==> config.mk <==
export PLATFORM = sky130hd
export DESIGN_NAME = ble_adv_sensor_decoder
export DESIGN_NICKNAME = d
export VERILOG_FILES = /design/src/rtl/core/bleasd_pkg.sv /design/src/rtl/core/ble_adv_sensor_decoder.sv
export SDC_FILE = /design/constraint.sdc
export NUM_CORES = 1
export LEC_CHECK = 0
export ABC_CLOCK_PERIOD_IN_PS = 2600
export BUFFER_PORTS_ARGS = -buffer_cell sky130_fd_sc_hd__clkbuf_2
export CAP_MARGIN = 20
export CORE_MARGIN = 2
export CORE_UTILIZATION = 50
export CTS_CLUSTER_DIAMETER = 80
export DETAILED_ROUTE_END_ITERATION = 12
export MAX_ROUTING_LAYER = met4
export PLACE_DENSITY = 0.66
export SLEW_MARGIN = 5
export SYNTH_ARGS = -nofsm -noshare
export SYNTH_HDL_FRONTEND = slang
export SYNTH_SLANG_ARGS = --single-unit
==> constraint.sdc <==
create_clock -name clock -period 2.6 [get_ports clock]
set_input_delay 0 -clock clock [delete_from_list [all_inputs] [get_ports clock]]
set_output_delay 0 -clock clock [all_outputs]
set_load 0.01 [all_outputs]
==> src/rtl/core/bleasd_pkg.sv <==
// Shared types and constants for the advertising sensor decoder.
`default_nettype none

package bleasd_pkg;

   // Kind of the length-type-value field being walked.
   typedef enum logic [1:0] {
      KIND_OTHER     = 2'd0,
      KIND_NAME      = 2'd1,
      KIND_MFG       = 2'd2,
      KIND_TYPE_NEXT = 2'd3
   } field_kind_type;

   // AD type codes of interest.
   localparam logic [7:0] AD_TYPE_SHORT_NAME    = 8'h08;
   localparam logic [7:0] AD_TYPE_COMPLETE_NAME = 8'h09;
   localparam logic [7:0] AD_TYPE_MFG_DATA      = 8'hFF;

   // Manufacturer field needs this many data bytes to carry a reading.
   localparam logic [7:0] MIN_MFG_DATA = 8'd4;

   // Model-name pattern searched for in the local name.
   localparam logic [2:0] PATTERN_LEN = 3'd5;

   // Manufacturer data byte positions.
   localparam logic [7:0] POS_TEMP_LO  = 8'd1;
   localparam logic [7:0] POS_TEMP_HI  = 8'd2;
   localparam logic [7:0] POS_HUMIDITY = 8'd3;

   // Result packing.
   localparam int TEMP_W    = 16;
   localparam int HUMID_W   = 8;
   localparam int RSP_W     = 32;
   localparam int RSP_VALID = TEMP_W + HUMID_W;
   localparam int RSP_MATCH = RSP_VALID + 1;

   function automatic logic [7:0] pattern_byte(input logic [2:0] idx);
      logic [7:0] val;
      case (idx)
         3'd0:    val = 8'h54;
         3'd1:    val = 8'h50;
         3'd2:    val = 8'h33;
         3'd3:    val = 8'h35;
         3'd4:    val = 8'h37;
         default: val = 8'h00;
      endcase
      return val;
   endfunction

endpackage

`default_nettype wire

==> src/rtl/core/ble_adv_sensor_decoder.sv <==
// Top level of the advertising payload decoder: LTV walk, name search, sensor reading.
//
// Feed the bytes of one advertising payload on the req_ channel, one byte per
// transaction, with req_tlast set on the final byte. The block walks the
// length-type-value fields, stops at a zero length byte, remembers whether the
// last complete local-name field holds the model-name pattern, and takes the
// temperature (data bytes 1 and 2, little-endian, signed tenths of a degree)
// and humidity (data byte 3) from the last complete manufacturer field with at
// least four data bytes. Fields cut short by the end of the payload are
// ignored. Exactly one result transaction leaves on rsp_ for each payload,
// from a register loaded when its final byte is taken, and all parse state
// then clears. The block takes one byte per clock: each accepted byte updates
// the field walker registers, and the result sits in one output register.
// Non-final bytes keep flowing while a result waits on rsp_tready; a final
// byte waits only until the output register is free. No reset sweep: the
// block is ready as soon as reset is released.
`default_nettype none

module ble_adv_sensor_decoder (
   input  wire logic        clock,
   input  wire logic        reset,

   input  wire logic        req_tvalid,
   output      logic        req_tready,
   input  wire logic [7:0]  req_tdata,   // [7:0] ad_byte
   input  wire logic        req_tlast,   // last_byte

   output      logic        rsp_tvalid,
   input  wire logic        rsp_tready,
   output      logic [31:0] rsp_tdata    // [15:0] temperature_tenths, [23:16] humidity_percent,
                                         // [24] reading_valid, [25] name_match, [31:26] zero
);

   import bleasd_pkg::*;

   // Field walker state.
   logic [7:0]         bytes_left_ff,   bytes_left_in;
   field_kind_type     kind_ff,         kind_in;
   logic [7:0]         data_pos_ff,     data_pos_in;
   logic [7:0]         data_len_ff,     data_len_in;
   logic               stopped_ff,      stopped_in;
   logic [TEMP_W-1:0]  pend_temp_ff,    pend_temp_in;
   logic [HUMID_W-1:0] pend_humid_ff,   pend_humid_in;
   logic [TEMP_W-1:0]  held_temp_ff,    held_temp_in;
   logic [HUMID_W-1:0] held_humid_ff,   held_humid_in;
   logic               held_valid_ff,   held_valid_in;
   logic [2:0]         match_prog_ff,   match_prog_in;
   logic               field_match_ff,  field_match_in;
   logic               held_match_ff,   held_match_in;

   // Result register.
   logic               rsp_valid_ff,    rsp_valid_in;
   logic [RSP_W-1:0]   rsp_data_ff,     rsp_data_in;

   logic               req_accept;
   logic [7:0]         in_byte;

   assign in_byte    = req_tdata;
   // Hold a final byte only while an untaken result occupies the output register.
   assign req_tready = !rsp_valid_ff || rsp_tready || !req_tlast;
   assign req_accept = req_tvalid && req_tready;

   assign rsp_tvalid = rsp_valid_ff;
   assign rsp_tdata  = rsp_data_ff;

   always_comb begin
      bytes_left_in  = bytes_left_ff;
      kind_in        = kind_ff;
      data_pos_in    = data_pos_ff;
      data_len_in    = data_len_ff;
      stopped_in     = stopped_ff;
      pend_temp_in   = pend_temp_ff;
      pend_humid_in  = pend_humid_ff;
      held_temp_in   = held_temp_ff;
      held_humid_in  = held_humid_ff;
      held_valid_in  = held_valid_ff;
      match_prog_in  = match_prog_ff;
      field_match_in = field_match_ff;
      held_match_in  = held_match_ff;
      rsp_data_in    = rsp_data_ff;

      if (req_accept && !stopped_ff) begin
         if (bytes_left_ff == 8'd0) begin
            // Length byte: zero ends the walk, anything else opens a field.
            if (in_byte == 8'd0) begin
               stopped_in = 1'b1;
            end else begin
               bytes_left_in  = in_byte;
               data_len_in    = in_byte - 8'd1;
               data_pos_in    = 8'd0;
               kind_in        = KIND_TYPE_NEXT;
               match_prog_in  = 3'd0;
               field_match_in = 1'b0;
            end
         end else begin
            if (kind_ff == KIND_TYPE_NEXT) begin
               if (in_byte == AD_TYPE_SHORT_NAME || in_byte == AD_TYPE_COMPLETE_NAME) begin
                  kind_in = KIND_NAME;
               end else if (in_byte == AD_TYPE_MFG_DATA) begin
                  kind_in = KIND_MFG;
               end else begin
                  kind_in = KIND_OTHER;
               end
            end else begin
               case (kind_ff)
                  KIND_NAME: begin
                     if (!field_match_ff) begin
                        // Pattern has no repeated prefix: a miss restarts at its first byte.
                        if (match_prog_ff < PATTERN_LEN &&
                            in_byte == pattern_byte(match_prog_ff)) begin
                           match_prog_in = match_prog_ff + 3'd1;
                        end else if (in_byte == pattern_byte(3'd0)) begin
                           match_prog_in = 3'd1;
                        end else begin
                           match_prog_in = 3'd0;
                        end
                        if (match_prog_in >= PATTERN_LEN) begin
                           field_match_in = 1'b1;
                        end
                     end
                  end
                  KIND_MFG: begin
                     if (data_pos_ff == POS_TEMP_LO) begin
                        pend_temp_in = {pend_temp_ff[15:8], in_byte};
                     end else if (data_pos_ff == POS_TEMP_HI) begin
                        pend_temp_in = {in_byte, pend_temp_ff[7:0]};
                     end else if (data_pos_ff == POS_HUMIDITY) begin
                        pend_humid_in = in_byte;
                     end
                  end
                  default: begin
                  end
               endcase
               // Saturate the data index.
               if (data_pos_ff != 8'hFF) begin
                  data_pos_in = data_pos_ff + 8'd1;
               end
            end

            bytes_left_in = bytes_left_ff - 8'd1;

            // Last byte of a complete field: commit its name result or reading.
            if (bytes_left_ff == 8'd1) begin
               if (kind_in == KIND_NAME) begin
                  held_match_in = field_match_in;
               end else if (kind_in == KIND_MFG && data_len_ff >= MIN_MFG_DATA) begin
                  held_temp_in  = pend_temp_in;
                  held_humid_in = pend_humid_in;
                  held_valid_in = 1'b1;
               end
            end
         end
      end

      if (req_accept && req_tlast) begin
         rsp_data_in = '0;
         if (held_valid_in) begin
            rsp_data_in[TEMP_W-1:0]              = held_temp_in;
            rsp_data_in[RSP_VALID-1:TEMP_W]      = held_humid_in;
            rsp_data_in[RSP_VALID]               = 1'b1;
         end
         rsp_data_in[RSP_MATCH] = held_match_in;

         // Clear all parse state for the next payload.
         bytes_left_in  = 8'd0;
         kind_in        = KIND_OTHER;
         data_pos_in    = 8'd0;
         data_len_in    = 8'd0;
         stopped_in     = 1'b0;
         pend_temp_in   = '0;
         pend_humid_in  = '0;
         held_temp_in   = '0;
         held_humid_in  = '0;
         held_valid_in  = 1'b0;
         match_prog_in  = 3'd0;
         field_match_in = 1'b0;
         held_match_in  = 1'b0;
      end
   end

   always_comb begin
      rsp_valid_in = rsp_valid_ff;
      if (req_accept && req_tlast) begin
         rsp_valid_in = 1'b1;
      end else if (rsp_tready) begin
         rsp_valid_in = 1'b0;
      end
   end

   always_ff @(posedge clock) begin
      if (reset) begin
         bytes_left_ff  <= 8'd0;
         kind_ff        <= KIND_OTHER;
         data_pos_ff    <= 8'd0;
         data_len_ff    <= 8'd0;
         stopped_ff     <= 1'b0;
         pend_temp_ff   <= '0;
         pend_humid_ff  <= '0;
         held_temp_ff   <= '0;
         held_humid_ff  <= '0;
         held_valid_ff  <= 1'b0;
         match_prog_ff  <= 3'd0;
         field_match_ff <= 1'b0;
         held_match_ff  <= 1'b0;
         rsp_valid_ff   <= 1'b0;
      end else begin
         bytes_left_ff  <= bytes_left_in;
         kind_ff        <= kind_in;
         data_pos_ff    <= data_pos_in;
         data_len_ff    <= data_len_in;
         stopped_ff     <= stopped_in;
         pend_temp_ff   <= pend_temp_in;
         pend_humid_ff  <= pend_humid_in;
         held_temp_ff   <= held_temp_in;
         held_humid_ff  <= held_humid_in;
         held_valid_ff  <= held_valid_in;
         match_prog_ff  <= match_prog_in;
         field_match_ff <= field_match_in;
         held_match_ff  <= held_match_in;
         rsp_valid_ff   <= rsp_valid_in;
      end
   end

   // Payload register: no reset needed.
   always_ff @(posedge clock) begin
      rsp_data_ff <= rsp_data_in;
   end

   // A final byte always produces a result in the next cycle.
   a_last_gives_result: assert property (@(posedge clock) disable iff (reset)
      req_accept && req_tlast |=> rsp_valid_ff)
      else $error("final byte did not produce a result");

   // Parse state is clear after a final byte.
   a_state_cleared: assert property (@(posedge clock) disable iff (reset)
      req_accept && req_tlast |=> bytes_left_ff == 8'd0 && !stopped_ff && !held_valid_ff
                                  && !held_match_ff)
      else $error("parse state not cleared after final byte");

   // Without a reading, temperature and humidity read zero.
   a_no_reading_zero: assert property (@(posedge clock) disable iff (reset)
      rsp_valid_ff && !rsp_data_ff[RSP_VALID] |-> rsp_data_ff[RSP_VALID-1:0] == '0)
      else $error("reading fields nonzero without a valid reading");

   // A matched name field has seen the whole pattern.
   a_match_progress: assert property (@(posedge clock) disable iff (reset)
      field_match_ff |-> match_prog_ff == PATTERN_LEN)
      else $error("name match flagged without full pattern");

endmodule

`default_nettype wire

==> parameters.txt, run 1 <==
Parameter                              Value

Yosys
  Share of the synthesized area in the top cell type ... 29.7%
  Combined area of all synthesized cells ... 5390 um2
  Leading cell type by number of instances after synthesis ... sky130_fd_sc_hd__dfxtp_1
  Sequential share of the synthesized area ... 44.2%
  Post-synthesis cell type count ... 68
  YS warnings ... 0
  Synthesized netlist cell count ... 584
  Dominant cell type by area after synthesis ... sky130_fd_sc_hd__dfxtp_1
  Asr flop ratio synth ... 0%
  Main area contributors after synthesis ... sky130_fd_sc_hd__dfxtp_1 30%, sky130_fd_sc_hd__edfxtp_1 14%, sky130_fd_sc_hd__mux2i_1 9.3%
  Avg Inst Size Synth ... about 9.2 um2
  Post-synth top cells ... 80 x sky130_fd_sc_hd__dfxtp_1, 60 x sky130_fd_sc_hd__o21ai_0, 50 x sky130_fd_sc_hd__mux2i_1, 45 x sky130_fd_sc_hd__nor2_1, 43 x sky130_fd_sc_hd__nand2_1
  Synthesized flop and latch total ... 106
  Flip-flop cell with the highest count after synthesis ... sky130_fd_sc_hd__dfxtp_1
  Count of flip-flops with a built-in enable after synthesis ... 26

STA
  Final Critical Period ... 2390 ps
  Fin. Hold Viols ... 0
  Actual transition at the worst max-transition pin ... between 900 and 1000 ps
  Clock tree skew after final layout ... 19.1 ps
  Total Neg Setup Slack ... 0 ps
  RSZ-0062 raised after global routing ... false
  Final setup violation count ... 0
  Tcrit/Tclk final ... 91.8%
  Setup slack after layout ... 213 ps
  Achievable clock frequency ... between 400 and 500 MHz
  Max_slew headroom ... between 30% and 40%
  Number of pins with negative max-slew slack in the final report ... 0

Place
  Final weighted congestion in routability-driven placement ... 0.918
  Placed wire-length estimate ... 8.02 mm
  IO buf count ... 40
  Placed insts ... 738
  Setup WS pre-CTS ... 245 ps

Detailed routing
  Drt pass-1 iters ... 5
  Wirelength per Cell ... around 16 um
  Number of DRC violations after detailed routing ... 0
  Final ANT Viol Nets ... 0
  Wire length reported by the detailed router ... 12.2 mm
  Number of DRC markers in iteration 0 ... 325
  Avg Vias per Cell ... just under 6
  Via count ... 4398

Clock tree
  Number of hold buffers added after CTS ... 3
  # H-tree levels ... 3
  Clock buffer count from CTS ... 9
  CTS Root Cell ... sky130_fd_sc_hd__clkbuf_8
  TritonCTS clock tree ... yes
  CTS max path bufs ... 2
  Clock transition time at the flip-flop clock pins of the worst setup and hold paths ... 100 ps
  Clock network latency to the later pin of the worst-skew pair ... 380 ps
  Buffer count from post-CTS setup fixing ... 0
  Post-cts sizing count ... 0
  TritonCTS sink count ... 106

GRT
  Global-route wire length before repair ... about 21 mm
  Largest net degree at the start of global routing ... 49
  Total routing usage reported by global routing ... approximately 23%
  Number of antenna violations at the first check in global routing ... 0
  Congestion Overflow GR ... 0
  Vias in the first global route ... roughly 4300

Worst hold path
  Class of the tightest hold or removal check ... input port to register
  Hold wc startpoint ... req_tdata[0]

Power
  Sw Ratio ... 32.7%
  Internal portion of total power ... 2.52 mW
  Net switching power figure ... between 1 and 1.5 mW
  Flop pwr share ... 48.2%
  Leakage dissipation ... 2.23 nW
  Part of the power in combinational logic ... 22.2%
  Worst supply voltage drop on vdd ... 0.348 mV
  Power density normalized to cell area ... between 600 and 700 nW/um2
  Part of the power in the clock network ... 29.6%

Floorplanning
  Ports ... 47
  Die ar. ... 11600 um2
  Number of rows in the core area ... 37
  Die boundary height ... about 110 um
  Die Span X ... roughly 110 um
  Initial core utilization ... between 50% and 60%
  Placeable Area ... roughly 10000 um2

Cells and area
  Share of layout cells above drive strength 1 ... 15.9%
  Antenna Cells ... 0
  Total Nets Final ... 643
  Final standard cell count with taps included and fillers excluded ... around 760
  Area growth from synthesis to layout ... 10.6%
  Filler cells ... between 900 and 1000
  Sequential Area ... approximately 2400 um2
  Multi-input combinational cell area ... 2730 um2

Setup path
  Maximum net fanout on the critical path ... 6
  Launching instance or port of the critical path ... match_prog_ff[0]
  Kind of end point of the critical path ... register
  Worst path arrival time ... 2670 ps
  Crit Reg-Reg Startpoint ... match_prog_ff[0]
  Combined buffer and inverter count along the critical path ... 2
  Slowest stage delay, CP ... 440 ps
  Crit path kind ... register to register
  Critical path's top delay family ... compound AO/OA/AOI/OAI gates
  Slowest CP cell ... sky130_fd_sc_hd__dfxtp_1
  Worst-path cell chain ... inv_1 > ha_1 > or3_4 > a211o_1 > a222oi_1 > buf_4 > nand3_2 > o311ai_2
  CP startpoint kind ... register
  Crit path required time ... approximately 2900 ps

Run
  Max cap viols ... 0

Run status
  Status ... completed
-- worst paths after layout --
path	cells after the start	endpoint	slack (ps)
worst max-delay path	8	match_prog_ff[0]	210
worst min-delay path	4	bytes_left_ff[0]	100
worst max register to register	8	match_prog_ff[0]	210
worst min register to register	2	held_temp_ff[15]	480
-- worst reg2reg max path, cell delays in order, from the launching register on --
cell	delay [ps]
sky130_fd_sc_hd__dfxtp_1	440
sky130_fd_sc_hd__inv_1	120
sky130_fd_sc_hd__ha_1	250
sky130_fd_sc_hd__or3_4	340
sky130_fd_sc_hd__a211o_1	290
sky130_fd_sc_hd__a222oi_1	290
sky130_fd_sc_hd__buf_4	200
sky130_fd_sc_hd__nand3_2	90
sky130_fd_sc_hd__o311ai_2	280
-- state kept, by name, indices dropped and copies added, names as in the netlist, 2 cells and up --
signal         cells
pend_temp_ff      16
kind_ff            2
held_humid_ff      8
match_prog_ff      3
rsp_tdata         26
pend_humid_ff      8
data_len_ff        6
data_pos_ff        8
bytes_left_ff      8
held_temp_ff      16
-- layer usage --
metal,global-route usage [%],vias to the layer above,wire [um]
li1,-,2161,-
met1,30.4,2105,5660
met2,37.5,119,5850
met3,3.03,13,549
met4,6.41,0,165
met5,-,-,0
-- power by group through the flow --
stage	combinational (mW)	clock, mW	sequential (mW)
detailed placement	0.817	0	1.84
CTS	0.822	1.14	1.81
global placement	0.804	0	1.84
floorplan	0.599	0	1.83
finish	0.832	1.11	1.81
global route	0.929	1.20	1.82
-- cells in the final DEF, fill, tap and decap left out, drive strengths merged, types with 7 or more instances in the layout --
| cell | count |
|---|---|
| dfxtp | 80 |
| o21ai | 61 |
| mux2i | 50 |
| clkbuf | 50 |
| nor2 | 46 |
| nand2 | 43 |
| a21oi | 41 |
| or3 | 27 |
| edfxtp | 26 |
| buf | 24 |
| inv | 16 |
| ha | 14 |
| nand3 | 11 |
| or4 | 10 |
| a211oi | 10 |
| nor3 | 10 |
| nand2b | 7 |
| nand4 | 7 |
-- cells by family (layout without fill, tap and decap cells) --
group                    count (synthesis)  after routing  share of synthesized area (%)
other                                    1              6                         0.0695
flip-flops                             106            106                           44.2
AO/OA/AOI/OAI                          147            147                           16.8
AND/OR/NAND/NOR                        192            192                           19.1
multiplexers                            51             51                           9.49
adder cells (fa/ha/maj)                 14             14                           3.25
buffers and inverters                   64             96                           5.66
XOR/XNOR                                 9              9                           1.46
-- stage by stage --
stage / utilization, % / area [um2] / total power, mW / hold slack [ps]
finish: 57.3 / 5970 / 3.75 / 97.3
global route: 57.3 / 5970 / 3.94 / 91.5
global placement: 54.9 / 5710 / 2.64 / 211
detailed placement: 54.9 / 5710 / 2.66 / 225
floorplan: - / 5410 / 2.43 / 69.1
CTS: 57.3 / 5970 / 3.77 / 80.1
-- final cells by class --
cell class / instances / area share [%]
clock buffer: 10 / 2.31
clock inverter: 6 / 1.41
inverter: 13 / 0.818
multi-input combinational: 419 / 45.8
sequential: 106 / 39.9
tap: 136 / 2.85
timing repair buffer: 67 / 6.88
Note: power is estimated with default switching activity, not from simulation.
==> inputs of run 2 (changes only) <==
==> constraint.sdc (replaced) <==
create_clock -name clock -period 2.6 [get_ports clock]
set_input_delay 0.13 -clock clock [delete_from_list [all_inputs] [get_ports clock]]
set_output_delay 0.13 -clock clock [all_outputs]
set_load 0.01 [all_outputs]
==> parameters.txt, run 2 (synthesized netlist as in run 1, its figures left out) <==
Parameter                              Value

Detailed routing
  Number of DRC markers in iteration 0 ... 258 (was 325)
  Final ANT Viol Nets ... 0 (unchanged)
  Drt pass-1 iters ... 5 (unchanged)
  Top routing layer used ... met4 (unchanged)
  Wire length reported by the detailed router ... 12.1 mm (was 12.2 mm)
  Number of DRC violations after detailed routing ... 0 (unchanged)
  Total length of routed met2 wires ... 5.91 mm (was 5.85 mm)
  Routed metal-1 wirelength ... 5.61 mm (was 5.66 mm)
  Avg Vias per Cell ... 5.76 (was 5.81)
  Wirelength per Cell ... 16.0 um (was 16.2 um)
  Detailed-routed wire length on met3 ... 418 um (was 549 um)
  Via count ... 4358 (was 4398)

Power
  Leakage dissipation ... 2.23 nW (about the same)
  Power density normalized to cell area ... 624 nW/um2 (was 629 nW/um2)
  Sum of internal, switching and leakage power ... 3.72 mW (was 3.75 mW)
  Worst supply voltage drop on vdd ... 0.346 mV (was 0.348 mV)

Floorplanning
  Die ar. ... 11600 um2 (unchanged)
  Placeable Area ... 10400 um2 (unchanged)
  Initial core utilization ... 51.8% (unchanged)
  Ports ... 47 (unchanged)
  Number of rows in the core area ... 37 (unchanged)
  Die boundary height ... 108 um (unchanged)
  Die Span X ... 108 um (unchanged)

Cells and area
  Filler cells ... 952 (unchanged)
  Highest-count cells in the layout ignoring fill and taps ... 79 x sky130_fd_sc_hd__dfxtp_1, 60 x sky130_fd_sc_hd__o21ai_0, 50 x sky130_fd_sc_hd__mux2i_1, 45 x sky130_fd_sc_hd__nor2_1, 43 x sky130_fd_sc_hd__nand2_1 (was 80 x sky130_fd_sc_hd__dfxtp_1, 60 x sky130_fd_sc_hd__o21ai_0, 50 x sky130_fd_sc_hd__mux2i_1, 45 x sky130_fd_sc_hd__nor2_1, 43 x sky130_fd_sc_hd__nand2_1)
  Multi-input combinational cell area ... 2730 um2 (unchanged)
  Antenna Cells ... 0 (unchanged)
  Final standard cell count with taps included and fillers excluded ... 757 (unchanged)
  Max reg flops ... 26 (unchanged)
  Share of layout cells above drive strength 1 ... 16.3% (was 15.9%)
  Total Nets Final ... 643 (unchanged)
  Sequential Area ... 2380 um2 (about the same)
  Most common cell after layout, fill and taps aside ... sky130_fd_sc_hd__dfxtp_1 (unchanged)
  Area growth from synthesis to layout ... 10.4% (was 10.6%)

Clock tree
  Clock network latency to the later pin of the worst-skew pair ... 380 ps (about the same)
  CTS max path bufs ... 2 (unchanged)
  Clock buffer count from CTS ... 9 (unchanged)
  Clock transition time at the flip-flop clock pins of the worst setup and hold paths ... 110 ps (was 100 ps)
  CTS Root Cell ... sky130_fd_sc_hd__clkbuf_8 (unchanged)
  TritonCTS sink count ... 106 (unchanged)
  TritonCTS clock tree ... yes (unchanged)
  Buffer count from post-CTS setup fixing ... 0 (unchanged)
  # H-tree levels ... 3 (unchanged)

Setup path
  Worst path depth ... 7 (was 8)
  Kind of end point of the critical path ... register (unchanged)
  Worst setup path endpoint ... data_pos_ff[5] (was match_prog_ff[0])
  Launching instance or port of the critical path ... bytes_left_ff[1] (was match_prog_ff[0])
  Slowest CP cell ... sky130_fd_sc_hd__or4_1 (was sky130_fd_sc_hd__dfxtp_1)
  Number of cells on the worst reg-to-reg path ... 7 (was 8)
  Reg-to-reg endpoint ... data_pos_ff[5] (was match_prog_ff[0])
  Slowest stage delay, CP ... 530 ps (was 440 ps)
  Critical path's top delay family ... simple AND/OR/NAND/NOR gates (was compound AO/OA/AOI/OAI gates)
  Crit path kind ... register to register (unchanged)
  Crit Reg-Reg Startpoint ... bytes_left_ff[1] (was match_prog_ff[0])
  Crit path required time ... 2870 ps (was 2880 ps)
  Maximum net fanout on the critical path ... 12 (was 6)
  Worst path arrival time ... 2680 ps (was 2670 ps)
  Combined buffer and inverter count along the critical path ... 1 (was 2)
  Reg2Reg Setup Slack ... 200 ps (was 210 ps)
  CP startpoint kind ... register (unchanged)
  Worst-path cell chain ... inv_1 > ha_1 > or4b_4 > or2_1 > and2_1 > or4_1 > mux2i_1 (was inv_1 > ha_1 > or3_4 > a211o_1 > a222oi_1 > buf_4 > nand3_2 > o311ai_2)

Place
  Final weighted congestion in routability-driven placement ... 0.927 (was 0.918)
  Placed wire-length estimate ... 8.20 mm (was 8.02 mm)
  IO buf count ... 40 (unchanged)
  Placed insts ... 740 (was 738)

STA
  Tcrit/Tclk final ... 92.5% (was 91.8%)
  Number of pins with negative max-slew slack in the final report ... 0 (unchanged)
  RSZ-0062 raised after global routing ... false (unchanged)
  Final Critical Period ... 2400 ps (was 2390 ps)
  Achievable clock frequency ... 416 MHz (was 419 MHz)
  Max_slew headroom ... 37.1% (was 34.2%)
  Clock tree skew after final layout ... 19.2 ps (was 19.1 ps)
  Total Neg Setup Slack ... 0 ps (unchanged)
  Final setup violation count ... 0 (unchanged)
  Fin. Hold Viols ... 0 (unchanged)
  Actual transition at the worst max-transition pin ... 942 ps (was 985 ps)

GRT
  Largest net degree at the start of global routing ... 49 (unchanged)
  Number of antenna violations at the first check in global routing ... 0 (unchanged)
  Global-route wire length before repair ... 20.7 mm (was 20.9 mm)
  Total routing usage reported by global routing ... 22.9% (was 23.1%)
  Vias in the first global route ... 4277 (was 4278)
  Congestion Overflow GR ... 0 (unchanged)

Worst hold path
  Class of the tightest hold or removal check ... input port to register (unchanged)

Run status
  Status ... completed (unchanged)

Run
  Max cap viols ... 0 (unchanged)
run 2: how the worst min path moves through the flow:
stage | startpoint | end | cells past startpoint
after floorplan | reset | rsp_tvalid | 1
after global placement | reset | rsp_tvalid | 2
after CTS | req_tlast | rsp_tvalid | 3
final | req_tlast | rsp_tvalid | 3
after detailed placement | reset | rsp_tvalid | 2
after global routing | req_tlast | rsp_tvalid | 3
run 2: routing by layer:
metal,vias up,global-route usage (%)
met5,-,-
met4,0,5.59
met3,14,3.15
met2,91,38.3
met1,2087,29.5
li1,2166,-
run 2: report_power, final:
group          switching, mW  internal, mW  leakage [nW]
combinational          0.545         0.285          1.22
sequential            0.0545          1.75         0.900
clock                  0.613         0.471         0.107
total                   1.21          2.50          2.23
run 2: metrics by stage:
stage / hold WS (ps) / setup slack (ps) / cell area [um2] / utilization, %
after global placement: 343 / 293 / 5730 / 55.0
after detailed placement: 349 / 215 / 5730 / 55.0
after floorplan: 199 / 178 / 5410 / -
after global routing: 79.9 / 63.4 / 5950 / 57.2
after CTS: 53.2 / 184 / 5950 / 57.2
final: 64.7 / 196 / 5950 / 57.2
run 2: layout make-up:
cell class / count / share of cell area [%]
Multi-Input combinational cell: 419 / 45.9
Clock buffer: 10 / 2.14
Clock inverter: 6 / 1.45
Tap cell: 136 / 2.86
Sequential cell: 106 / 40.0
Inverter: 13 / 0.820
Timing Repair Buffer: 67 / 6.81
run 2: repair_timing:
item,4_1_cts,5_1_grt
endpoints found under the hold margin,1,0
resized for setup,0,1
hold buffers,1,0
setup endpoints to repair,0,1
run 2: worst register-to-register path, delay by kind of cell, from the launching register on:
family | cells | cell delay [ps]
mux | 1 | 140
flops | 1 | 340
fa+ha+maj | 1 | 190
simple gates | 4 | 1530
buf+inv | 1 | 120
